===== src/rtl/i2cme_pkg.sv =====
// Package for the I2C master message engine: phase, byte-kind, function and
// status codes, mode flag positions, address constants and the result item type.
// No dependencies.
`default_nettype none
package i2cme_pkg;

  typedef enum logic [4:0] {
    PH_IDLE, PH_WAITDESC, PH_BEGIN, PH_LOAD, PH_BYTEDONE, PH_DATA, PH_DATDAT,
    PH_MSGDONE, PH_FINISH, PH_S1, PH_RS0, PH_RS1, PH_RS2, PH_RS3,
    PH_SP0, PH_SP1, PH_SP2, PH_SP3, PH_TX0, PH_TX1, PH_TX2,
    PH_AK0, PH_AK1, PH_AK2, PH_RX0, PH_RX1, PH_RX2, PH_MA0, PH_MA1, PH_MA2
  } phase_e;

  typedef enum logic [2:0] {
    K_A1, K_A2, K_A3, K_CTL, K_DAT
  } kind_e;

  typedef enum logic [1:0] {
    FN_DESC  = 2'd0,
    FN_WRITE = 2'd1,
    FN_TICK  = 2'd2,
    FN_NONE  = 2'd3
  } func_e;

  typedef enum logic [1:0] {
    ST_OK       = 2'd0,
    ST_ADDR_NAK = 2'd1,
    ST_DATA_NAK = 2'd2
  } status_e;

  localparam int unsigned FL_RD      = 0;
  localparam int unsigned FL_TEN     = 1;
  localparam int unsigned FL_NOSTART = 2;
  localparam int unsigned FL_NOSTOP  = 3;
  localparam int unsigned FL_IGN     = 4;
  localparam int unsigned FL_NORACK  = 5;
  localparam int unsigned FL_FILL    = 6;
  localparam int unsigned FL_CTL     = 7;

  localparam logic [7:0] TEN_HDR  = 8'hf0;
  localparam logic [7:0] TEN_MASK = 8'h06;

  localparam int unsigned CHAIN_STEPS = 7;

  typedef struct packed {
    logic       scl;
    logic       sda;
    logic       rx_valid;
    logic [7:0] rx_data;
    logic       done;
    logic [1:0] status;
    logic [7:0] msgs;
    logic [7:0] bytes;
  } result_t;

endpackage
`default_nettype wire


===== src/rtl/i2cme_fifo.sv =====
// Write byte queue for the I2C message engine: circular buffer with count.
// Depends on nothing but its parameter.
`default_nettype none
module i2cme_fifo #(
  parameter int unsigned DEPTH = 16
) (
  input  wire logic       clk_i,
  input  wire logic       rst_ni,
  input  wire logic       push_i,
  input  wire logic [7:0] data_i,
  input  wire logic       pop_i,
  input  wire logic       clear_i,
  output logic [7:0]      head_o,
  output logic            empty_o
);
  localparam int unsigned PW = (DEPTH > 1) ? $clog2(DEPTH) : 1;
  localparam int unsigned CW = $clog2(DEPTH + 1);
  localparam logic [PW-1:0] LAST = PW'(DEPTH - 1);

  logic [7:0]    mem_q [DEPTH];
  logic [PW-1:0] rd_q, rd_d, wr_q, wr_d;
  logic [CW-1:0] cnt_q, cnt_d;
  logic          full, do_push;

  assign full    = (cnt_q == CW'(DEPTH));
  assign empty_o = (cnt_q == '0);
  assign do_push = push_i && !full;
  assign head_o  = mem_q[rd_q];

  always_comb begin
    rd_d  = rd_q;
    wr_d  = wr_q;
    cnt_d = cnt_q;
    if (clear_i) begin
      rd_d  = '0;
      wr_d  = '0;
      cnt_d = '0;
    end else if (do_push) begin
      wr_d  = (wr_q == LAST) ? '0 : wr_q + 1'b1;
      cnt_d = cnt_q + 1'b1;
    end else if (pop_i && !empty_o) begin
      rd_d  = (rd_q == LAST) ? '0 : rd_q + 1'b1;
      cnt_d = cnt_q - 1'b1;
    end
  end

  always_ff @(posedge clk_i or negedge rst_ni) begin
    if (!rst_ni) begin
      rd_q  <= '0;
      wr_q  <= '0;
      cnt_q <= '0;
    end else begin
      rd_q  <= rd_d;
      wr_q  <= wr_d;
      cnt_q <= cnt_d;
    end
  end

  always_ff @(posedge clk_i) begin
    if (do_push && !clear_i) begin
      mem_q[wr_q] <= data_i;
    end
  end

endmodule
`default_nettype wire


===== src/rtl/i2cme_core.sv =====
// Message sequencer of the I2C engine: descriptor, counters, shift register,
// bus phase state machine. Uses i2cme_pkg; the write queue sits outside.
`default_nettype none
module i2cme_core
  import i2cme_pkg::*;
(
  input  wire logic       clk_i,
  input  wire logic       rst_ni,
  input  wire logic       take_i,
  input  wire logic [1:0] func_i,
  input  wire logic       sda_in_i,
  input  wire logic [9:0] addr_i,
  input  wire logic [7:0] flags_i,
  input  wire logic [7:0] len_i,
  input  wire logic [7:0] ctl_i,
  input  wire logic [7:0] fill_i,
  input  wire logic       last_i,
  input  wire logic [2:0] retry_limit_i,
  input  wire logic [7:0] fifo_head_i,
  input  wire logic       fifo_empty_i,
  output logic            fifo_pop_o,
  output logic            fifo_clear_o,
  output result_t         res_o
);
  phase_e     phase_q, phase_d;
  kind_e      kind_q, kind_d;
  logic [3:0] bit_q, bit_d;
  logic [7:0] sh_q, sh_d, byte_q, byte_d, msg_q, msg_d;
  logic [2:0] retry_q, retry_d;
  logic [1:0] fail_q, fail_d;
  logic       ack_q, ack_d, stopf_q, stopf_d, scl_q, scl_d, sda_q, sda_d;
  logic [9:0] daddr_q, daddr_d;
  logic [7:0] dflags_q, dflags_d, dlen_q, dlen_d, dctl_q, dctl_d, dfill_q, dfill_d;
  logic       dlast_q, dlast_d;

  always_comb begin : step
    logic       consumed, done, rxv, ign;
    logic [7:0] rxd;
    logic [2:0] tries;
    phase_d = phase_q; kind_d = kind_q; bit_d = bit_q; sh_d = sh_q;
    byte_d = byte_q; msg_d = msg_q; retry_d = retry_q; fail_d = fail_q;
    ack_d = ack_q; stopf_d = stopf_q; scl_d = scl_q; sda_d = sda_q;
    daddr_d = daddr_q; dflags_d = dflags_q; dlen_d = dlen_q; dctl_d = dctl_q;
    dfill_d = dfill_q; dlast_d = dlast_q;
    consumed = 1'b0; done = 1'b0; rxv = 1'b0; rxd = '0;
    ign = dflags_q[FL_IGN];
    tries = ign ? 3'd0 : retry_limit_i;
    fifo_pop_o = 1'b0;
    if (take_i && func_i == FN_DESC &&
        (phase_q == PH_IDLE || phase_q == PH_WAITDESC)) begin
      if (phase_q == PH_IDLE) begin
        msg_d  = '0;
        fail_d = ST_OK;
      end
      daddr_d = addr_i; dflags_d = flags_i; dlen_d = len_i; dctl_d = ctl_i;
      dfill_d = fill_i; dlast_d = last_i;
      byte_d = '0; retry_d = '0;
      phase_d = PH_BEGIN;
    end
    if (take_i && func_i == FN_TICK) begin
      for (int unsigned i = 0; i < CHAIN_STEPS; i++) begin
        if (!consumed) begin
          case (phase_d)
            PH_BEGIN: begin
              retry_d = '0;
              if (dflags_q[FL_NOSTART]) begin
                phase_d = PH_DATA;
              end else begin
                kind_d  = K_A1;
                phase_d = (msg_d == '0 && scl_d && sda_d) ? PH_S1 : PH_RS0;
              end
            end
            PH_LOAD: begin
              case (kind_d)
                K_A2:    sh_d = daddr_q[7:0];
                K_A3:    sh_d = TEN_HDR | ({5'd0, daddr_q[9:8], 1'b0} & TEN_MASK) | 8'h01;
                default: begin
                  if (dflags_q[FL_TEN]) begin
                    sh_d = TEN_HDR | ({5'd0, daddr_q[9:8], 1'b0} & TEN_MASK);
                  end else begin
                    sh_d = {daddr_q[6:0], dflags_q[FL_RD]};
                  end
                end
              endcase
              bit_d = '0; phase_d = PH_TX0;
            end
            PH_BYTEDONE: begin
              if (kind_d == K_A1 || kind_d == K_A3) begin
                if (!ack_d && retry_d < tries) begin
                  retry_d = retry_d + 3'd1; stopf_d = 1'b0; phase_d = PH_SP0;
                end else if (!ack_d && !ign) begin
                  fail_d = ST_ADDR_NAK; phase_d = PH_FINISH;
                end else if (kind_d == K_A1 && dflags_q[FL_TEN]) begin
                  kind_d = K_A2; phase_d = PH_LOAD;
                end else begin
                  phase_d = PH_DATA;
                end
              end else if (kind_d == K_A2) begin
                if (!ack_d && !ign) begin
                  fail_d = ST_ADDR_NAK; phase_d = PH_FINISH;
                end else if (dflags_q[FL_RD]) begin
                  kind_d = K_A3; retry_d = '0; phase_d = PH_RS0;
                end else begin
                  phase_d = PH_DATA;
                end
              end else if (kind_d == K_CTL) begin
                if (!ack_d) begin
                  fail_d = ST_DATA_NAK; phase_d = PH_FINISH;
                end else begin
                  phase_d = PH_DATDAT;
                end
              end else begin
                if (!ack_d && !ign) begin
                  fail_d = ST_DATA_NAK; phase_d = PH_FINISH;
                end else begin
                  byte_d = byte_d + 8'd1; phase_d = PH_DATA;
                end
              end
            end
            PH_DATA: begin
              if (byte_d >= dlen_q) begin
                phase_d = PH_MSGDONE;
              end else if (dflags_q[FL_RD]) begin
                sh_d = '0; bit_d = '0; phase_d = PH_RX0;
              end else if (dflags_q[FL_CTL]) begin
                kind_d = K_CTL; sh_d = dctl_q; bit_d = '0; phase_d = PH_TX0;
              end else begin
                phase_d = PH_DATDAT;
              end
            end
            PH_DATDAT: begin
              if (!dflags_q[FL_FILL] && fifo_empty_i) begin
                consumed = 1'b1;
              end else begin
                if (dflags_q[FL_FILL]) begin
                  sh_d = dfill_q;
                end else begin
                  sh_d = fifo_head_i; fifo_pop_o = 1'b1;
                end
                kind_d = K_DAT; bit_d = '0; phase_d = PH_TX0;
              end
            end
            PH_MSGDONE: begin
              msg_d = msg_d + 8'd1;
              if (dlast_q) begin
                phase_d = PH_FINISH;
              end else begin
                phase_d = PH_WAITDESC; consumed = 1'b1;
              end
            end
            PH_FINISH: begin
              if (dflags_q[FL_NOSTOP]) begin
                done = 1'b1; consumed = 1'b1;
              end else begin
                stopf_d = 1'b1; phase_d = PH_SP0;
              end
            end
            PH_S1: begin scl_d = 1'b1; sda_d = 1'b0; phase_d = PH_LOAD; consumed = 1'b1; end
            PH_RS0: begin scl_d = 1'b0; phase_d = PH_RS1; consumed = 1'b1; end
            PH_SP0: begin scl_d = 1'b0; phase_d = PH_SP1; consumed = 1'b1; end
            PH_TX0: begin scl_d = 1'b0; phase_d = PH_TX1; consumed = 1'b1; end
            PH_AK0: begin scl_d = 1'b0; phase_d = PH_AK1; consumed = 1'b1; end
            PH_RX0: begin scl_d = 1'b0; phase_d = PH_RX1; consumed = 1'b1; end
            PH_MA0: begin scl_d = 1'b0; phase_d = PH_MA1; consumed = 1'b1; end
            PH_RS1: begin scl_d = 1'b0; sda_d = 1'b1; phase_d = PH_RS2; consumed = 1'b1; end
            PH_RS2: begin scl_d = 1'b1; sda_d = 1'b1; phase_d = PH_RS3; consumed = 1'b1; end
            PH_RS3: begin scl_d = 1'b1; sda_d = 1'b0; phase_d = PH_LOAD; consumed = 1'b1; end
            PH_SP1: begin scl_d = 1'b0; sda_d = 1'b0; phase_d = PH_SP2; consumed = 1'b1; end
            PH_SP2: begin scl_d = 1'b1; sda_d = 1'b0; phase_d = PH_SP3; consumed = 1'b1; end
            PH_SP3: begin
              scl_d = 1'b1; sda_d = 1'b1; consumed = 1'b1;
              if (stopf_d) done = 1'b1;
              else phase_d = PH_S1;
            end
            PH_TX1: begin scl_d = 1'b0; sda_d = sh_d[7]; phase_d = PH_TX2; consumed = 1'b1; end
            PH_TX2: begin
              scl_d = 1'b1; consumed = 1'b1;
              sh_d = {sh_d[6:0], 1'b0};
              bit_d = bit_d + 4'd1;
              phase_d = (bit_d >= 4'd8) ? PH_AK0 : PH_TX0;
            end
            PH_AK1: begin scl_d = 1'b0; sda_d = 1'b1; phase_d = PH_AK2; consumed = 1'b1; end
            PH_AK2: begin
              scl_d = 1'b1; sda_d = 1'b1; ack_d = !sda_in_i;
              phase_d = PH_BYTEDONE; consumed = 1'b1;
            end
            PH_RX1: begin scl_d = 1'b0; sda_d = 1'b1; phase_d = PH_RX2; consumed = 1'b1; end
            PH_RX2: begin
              scl_d = 1'b1; sda_d = 1'b1; consumed = 1'b1;
              sh_d = {sh_d[6:0], sda_in_i};
              bit_d = bit_d + 4'd1;
              if (bit_d >= 4'd8) begin
                rxv = 1'b1; rxd = sh_d; byte_d = byte_d + 8'd1;
                phase_d = dflags_q[FL_NORACK] ? PH_DATA : PH_MA0;
              end else begin
                phase_d = PH_RX0;
              end
            end
            PH_MA1: begin
              scl_d = 1'b0; sda_d = (byte_d < dlen_q) ? 1'b0 : 1'b1;
              phase_d = PH_MA2; consumed = 1'b1;
            end
            PH_MA2: begin scl_d = 1'b1; phase_d = PH_DATA; consumed = 1'b1; end
            default: consumed = 1'b1;
          endcase
        end
      end
    end
    res_o.scl      = scl_d;
    res_o.sda      = sda_d;
    res_o.rx_valid = rxv;
    res_o.rx_data  = rxd;
    res_o.done     = done;
    res_o.status   = done ? fail_d : ST_OK;
    res_o.msgs     = (done && fail_d != ST_OK) ? 8'd0 : msg_d;
    res_o.bytes    = byte_d;
    fifo_clear_o   = done;
    if (done) begin
      phase_d = PH_IDLE; msg_d = '0; fail_d = ST_OK; retry_d = '0;
    end
  end

  always_ff @(posedge clk_i or negedge rst_ni) begin
    if (!rst_ni) begin
      phase_q <= PH_IDLE; kind_q <= K_A1; bit_q <= '0; sh_q <= '0;
      byte_q <= '0; msg_q <= '0; retry_q <= '0; fail_q <= ST_OK;
      ack_q <= 1'b0; stopf_q <= 1'b0; scl_q <= 1'b1; sda_q <= 1'b1;
      daddr_q <= '0; dflags_q <= '0; dlen_q <= '0; dctl_q <= '0;
      dfill_q <= '0; dlast_q <= 1'b0;
    end else begin
      phase_q <= phase_d; kind_q <= kind_d; bit_q <= bit_d; sh_q <= sh_d;
      byte_q <= byte_d; msg_q <= msg_d; retry_q <= retry_d; fail_q <= fail_d;
      ack_q <= ack_d; stopf_q <= stopf_d; scl_q <= scl_d; sda_q <= sda_d;
      daddr_q <= daddr_d; dflags_q <= dflags_d; dlen_q <= dlen_d; dctl_q <= dctl_d;
      dfill_q <= dfill_d; dlast_q <= dlast_d;
    end
  end

endmodule
`default_nettype wire


===== src/rtl/i2c_master_message_engine.sv =====
// I2C master message engine. Each item (descriptor, write byte or bus tick) is
// taken on a handshake; a tick yields one result item in the output register in
// the next cycle, and a new item is taken each cycle while that register is empty or
// being drained. The phase sequencer settles the internal steps of a tick
// combinationally. Uses i2cme_pkg, i2cme_core, i2cme_fifo.
`default_nettype none
module i2c_master_message_engine
  import i2cme_pkg::*;
#(
  parameter int unsigned FIFO_DEPTH = 16
) (
  input  wire logic        clk_i,
  input  wire logic        rst_ni,
  input  wire logic        psel,
  input  wire logic        penable,
  input  wire logic        pwrite,
  input  wire logic [2:0]  paddr,
  input  wire logic [31:0] pwdata,
  output logic [31:0]      prdata,
  output logic             pready,
  input  wire logic        s_axis_tvalid,
  output logic             s_axis_tready,
  // sda_in, target_address, mode_flags, message_length, control_byte,
  // fill_byte, data_byte, zero pad
  input  wire logic [55:0] s_axis_tdata,
  // func
  input  wire logic [1:0]  s_axis_tuser,
  input  wire logic        s_axis_tlast,
  output logic             m_axis_tvalid,
  input  wire logic        m_axis_tready,
  // scl_out, sda_out, rx_valid, rx_data, status, messages_done, bytes_done,
  // zero pad
  output logic [31:0]      m_axis_tdata,
  output logic             m_axis_tlast
);
  logic [2:0] limit_q;
  logic       take, pop, clear, empty;
  logic [7:0] head;
  result_t    res, res_q;
  logic       ovld_q;

  assign pready = 1'b1;
  assign prdata = (paddr[2] == 1'b0) ? {29'd0, limit_q} : 32'd0;

  always_ff @(posedge clk_i or negedge rst_ni) begin
    if (!rst_ni) begin
      limit_q <= 3'd3;
    end else if (psel && penable && pwrite && paddr[2] == 1'b0) begin
      limit_q <= pwdata[2:0];
    end
  end

  assign s_axis_tready = !ovld_q || m_axis_tready;
  assign take = s_axis_tvalid && s_axis_tready;

  i2cme_fifo #(.DEPTH(FIFO_DEPTH)) u_fifo (
    .clk_i   (clk_i),
    .rst_ni  (rst_ni),
    .push_i  (take && s_axis_tuser == FN_WRITE),
    .data_i  (s_axis_tdata[50:43]),
    .pop_i   (pop),
    .clear_i (clear),
    .head_o  (head),
    .empty_o (empty)
  );

  i2cme_core u_core (
    .clk_i         (clk_i),
    .rst_ni        (rst_ni),
    .take_i        (take),
    .func_i        (s_axis_tuser),
    .sda_in_i      (s_axis_tdata[0]),
    .addr_i        (s_axis_tdata[10:1]),
    .flags_i       (s_axis_tdata[18:11]),
    .len_i         (s_axis_tdata[26:19]),
    .ctl_i         (s_axis_tdata[34:27]),
    .fill_i        (s_axis_tdata[42:35]),
    .last_i        (s_axis_tlast),
    .retry_limit_i (limit_q),
    .fifo_head_i   (head),
    .fifo_empty_i  (empty),
    .fifo_pop_o    (pop),
    .fifo_clear_o  (clear),
    .res_o         (res)
  );

  always_ff @(posedge clk_i or negedge rst_ni) begin
    if (!rst_ni) begin
      ovld_q <= 1'b0;
    end else if (take) begin
      ovld_q <= (s_axis_tuser == FN_TICK);
    end else if (m_axis_tready) begin
      ovld_q <= 1'b0;
    end
  end

  always_ff @(posedge clk_i) begin
    if (take && s_axis_tuser == FN_TICK) begin
      res_q <= res;
    end
  end

  assign m_axis_tvalid = ovld_q;
  assign m_axis_tlast  = res_q.done;
  assign m_axis_tdata  = {3'd0, res_q.bytes, res_q.msgs, res_q.status, res_q.rx_data,
                          res_q.rx_valid, res_q.sda, res_q.scl};

endmodule
`default_nettype wire


===== config.mk =====
export PLATFORM = sky130hd
export DESIGN_NAME = i2c_master_message_engine
export DESIGN_NICKNAME = d
export VERILOG_FILES = /design/src/rtl/i2cme_pkg.sv /design/src/rtl/i2cme_fifo.sv /design/src/rtl/i2cme_core.sv /design/src/rtl/i2c_master_message_engine.sv
export SDC_FILE = /design/constraint.sdc
export NUM_CORES = 1
export LEC_CHECK = 0
export ABC_AREA = 1
export BUFFER_PORTS_ARGS = -buffer_cell sky130_fd_sc_hd__clkbuf_2
export CORE_MARGIN = 10
export CORE_UTILIZATION = 35
export DETAILED_ROUTE_END_ITERATION = 6
export GPL_ROUTABILITY_DRIVEN = 0
export MAX_ROUTING_LAYER = met4
export PLACE_DENSITY = 0.6
export SYNTH_ARGS = -nofsm -noshare
export SYNTH_HDL_FRONTEND = slang
export SYNTH_SLANG_ARGS = --single-unit

===== constraint.sdc =====
create_clock -name clk_i -period 5.55 [get_ports clk_i]
set_input_delay 0.8325 -clock clk_i [delete_from_list [all_inputs] [get_ports clk_i]]
set_output_delay 0.8325 -clock clk_i [all_outputs]
set_load 0.03 [all_outputs]

==> reports/summary.md <==
Counting flops with a built-in enable in the synthesized netlist gives 158. The number of distinct library cells after synthesis was 62. Worst hold-check slack: 358 ps. The tools report the I/O pin count as 169.

The library cells used most frequently in the layout, excluding fill and tap cells, are 490 x nand2_1, 285 x buf_4, 241 x nor2_1. The final hold violation count was 0; the XOR/XNOR share of the synthesized area was 1.27%. Before CTS, the worst setup slack after placement is -615 ps. Endpoint class of the critical path: a register.

Once routing completed, OpenROAD measured the worst setup slack at 272 ps. The number of violations of the max-capacitance limit is 0. Slew of the pin with the lowest slew margin: 925 ps. The initial cell density of the core was 35.3%; the shortest period the worst path allows was 5280 ps. The dominant cell type by count on the critical path was nand2_1. The detailed placement HPWL was 45.2 mm; the diode insertion count for antenna repair was 0. Class of the tightest hold or removal check: in -> async. The run finished with clean final reports. In this run the tightest slew margin relative to its limit is 38.3%. The run gives 19.8% as the aggregate global-route resource usage. In the synthesized netlist the dominant register cell turns out to be edfxtp_1. The tools report the sum of negative setup slack as 0 ps. The buffer cell driving the clock tree root was clkbuf_16.

The slowest stage of the critical path belongs to the cell dfrtp_1. For this design the ratio of total power to cell area is 547 nW/µm². The final setup skew was 46.8 ps. The first detailed-routing pass took 7 iterations.

The tools report the type of element launching the critical path as a register. The die span in x is 242 µm. The critical path's largest stage delay is 400 ps, and the synthesized instance count is 2263. The design draws 12.1 mW. The clock passes through at most 3 buffers. TritonCTS built the clock tree.

The fraction of the cycle the final worst path needs is 95.1%. Chip height: 242 µm. The tools report the number of global-route vias before repair as 16900.

Cells with a size suffix above 1 make up 25.8% of the layout. The simple-gate portion of the synthesized area is 28.8%. After clock tree synthesis, the flow added hold-fix buffers numbering 0.

The largest total area in the synthesized netlist belongs to edfxtp_1. Highest ir drop seen on vdd: 0.337 mV. The library cell used most frequently in the layout, excluding fill and tap cells, is nand2_1. The post-detailed-routing wire length was 60.4 mm. For the worst flop-to-flop path, the logic depth is 41. Using the TritonRoute via totals, the vias-per-cell ratio works out to 5.29.

The summed instance area of the synthesized netlist is 17300 µm², and the proportion of synthesized area in mux cells is 0%. Entering global routing, the biggest net connects 68 pins. The first global-routing pass estimated 92.1 mm of wire. In this run the worst path has a maximum fanout of 12.

Timing would allow up to 189 MHz. The count of H-tree levels built during CTS was 1. Synthesized-area fraction occupied by ao, oa, aoi and oai cells: 14.9%.

For the total of warnings raised by yosys, the log shows 0. By area the synthesized netlist is led by edfxtp_1 27%, dfrtp_1 15%, nand2_1 11%. The critical setup path kind is reg -> reg. The floorplan step defined a die boundary enclosing 58700 µm².

Setup violations remaining at the end of the flow were counted as 0. The initialized floorplan defines 81 standard-cell rows. The number of buffers added by the clock tree synthesis step was 30; the average routed wire per standard cell was 18.3 µm. The clock edge transition at the registers on the reported setup and hold paths was 60 ps; the initial antenna violation count was 0. A synthesized cell averages 7.64 µm².

After synthesis, the largest family of logic cells by area is simple AND/OR/NAND/NOR gates. For the filler cell count in the final layout, the log shows 4862. For the worst setup path, the data required time is 6000 ps. The count of state elements after synthesis was 263. The synthesized design devotes to its leading area cell type 27.4% of total area. For the worst-skew pair, the clock arrives at the later sink with an insertion delay of 600 ps. Number of nets in the finished design: 2763. After synthesis, the share of flip-flops with an asynchronous set or reset is 39.9%. Post-synthesis adder-cell area fraction: 3.23%. Summed over all cells, the static leakage comes to 10.4 nW.

After detailed routing, the number of remaining DRC violations is 0. The layout overhead on the synthesized area is 28.1%. Once detail routing completed, the nets flagged for antenna violations numbered 0.

The core region is 49000 µm². At the worst endpoint, the arrival time is 5730 ps. The DRC marker count from the first detailed-route iteration was 1739.

Buffers placed on the I/O ports in this run total 99. The run gives 42.6% as the sequential fraction of the synthesis area. Global routing finished with a remaining overflow of 0. For the number of sinks driven by the clock tree, the log shows 263.

The run gives 17500 as the count of vias placed by the detailed router. The number of pins with negative max-slew slack in the final report came out at 0.
-- worst paths after layout --
kind	start	slack, ps	end
setup reg to reg	u_core.phase_q[3]$_DFF_PN0_	270	u_core.retry_q[2]$_DFF_PN0_
max in group asynchronous	rst_ni	4050	u_core.msg_q[7]$_DFF_PN0_
hold / removal	rst_ni	360	u_core.bit_q[1]$_DFFE_PN0P_
setup / recovery	u_core.phase_q[3]$_DFF_PN0_	270	u_core.retry_q[2]$_DFF_PN0_
min in group clk_i	s_axis_tdata[36]	420	u_core.dfill_q[1]$_DFFE_PN0P_
hold reg to reg	u_core.dfill_q[2]$_DFFE_PN0P_	490	u_core.dfill_q[2]$_DFFE_PN0P_
-- per-layer routing --
layer	vias to the layer above	share of wire [%]	GRT usage (%)
met5	-	0	-
li1	8302	-	-
met4	0	4.0	7.08
met2	801	48	32.9
met3	180	8.0	3.11
met1	8210	40	24.1
-- sequential cells by signal, summed over array words and instances (netlist names), 5 cells and up --
| signal | flops |
|---|---|
| m_axis_tdata | 29 |
| u_core.byte_q | 8 |
| u_core.daddr_q | 10 |
| u_core.dctl_q | 8 |
| u_core.dfill_q | 8 |
| u_core.dflags_q | 8 |
| u_core.dlen_q | 8 |
| u_core.msg_q | 8 |
| u_core.phase_q | 5 |
| u_core.sh_q | 8 |
| u_fifo.cnt_q | 5 |
| u_fifo.mem_q | 128 |
-- power by group --
part	internal, mW	switching [mW]
clock	1.26	0.853
sequential	2.35	0.225
combinational	2.89	4.55
total	6.49	5.63
-- logic make-up (layout without fill, tap and decap cells) --
kind of cell	after synthesis	in the layout
and+or+nand+nor	1111	1111
AOI/OAI and AO/OA	437	437
buffers and inverters	381	728
DFF	263	263
adders and majority gates	44	44
xor gates and xnor gates	25	25
other	2	33
-- layout make-up --
class                      instances  area [µm²]  area share [%]
clock buffer                      36         793            3.58
clock inverter                    19         259            1.17
multi-input combinational       1650        9040            40.8
sequential                       263        7380            33.3
tap                              664         831            3.75
timing repair buffer             393        2810            12.7
inverter                         280        1060            4.79
-- timing repair --
item,CTS,global route
gates cloned,0,2
gates resized for setup,15,141
pin swaps,2,71
setup buffers,2,27
endpoints found under the setup margin,40,52
-- per-stage QoR --
stage	cell area, µm²	instances	util [%]
after floorplan	17500	2294	-
after global placement	20300	3220	41.4
after detailed placement	20300	3220	41.4
after CTS	21400	3277	43.8
after global routing	22200	3305	45.3
final	22200	3305	45.3
-- Yosys cell counts, drive strengths merged (2+ instances only) --
master and instances:
nand3b 4, conb 2, a32o 4, a221oi 10, a22oi 5, o221ai 20, nor2 305, o21a 6
clkinv 7, and2 2, o31ai 5, a21oi 105, edfxtp 158, buf 52, nor4 6, a31oi 7
nand3 161, o21ai 206, clkbuf 49, dfstp 4, o211ai 22, nor3 31, o2111ai 10, a311oi 2
a211oi 4, o32ai 2, inv 273, xor2 18, o22ai 19, ha 43, nand4 53, nand2 548
xnor2 7, dfrtp 101, o21bai 2
-- worst max-delay path, delay by kind of cell (launching register included) --
kind / cells / cell delay (ps)
AOI/OAI and AO/OA: 7 / 1190
buffers and inverters: 10 / 920
DFF: 1 / 400
adders and majority gates: 2 / 530
and+or+nand+nor: 22 / 2020
Note: power is estimated with default switching activity, not from simulation.
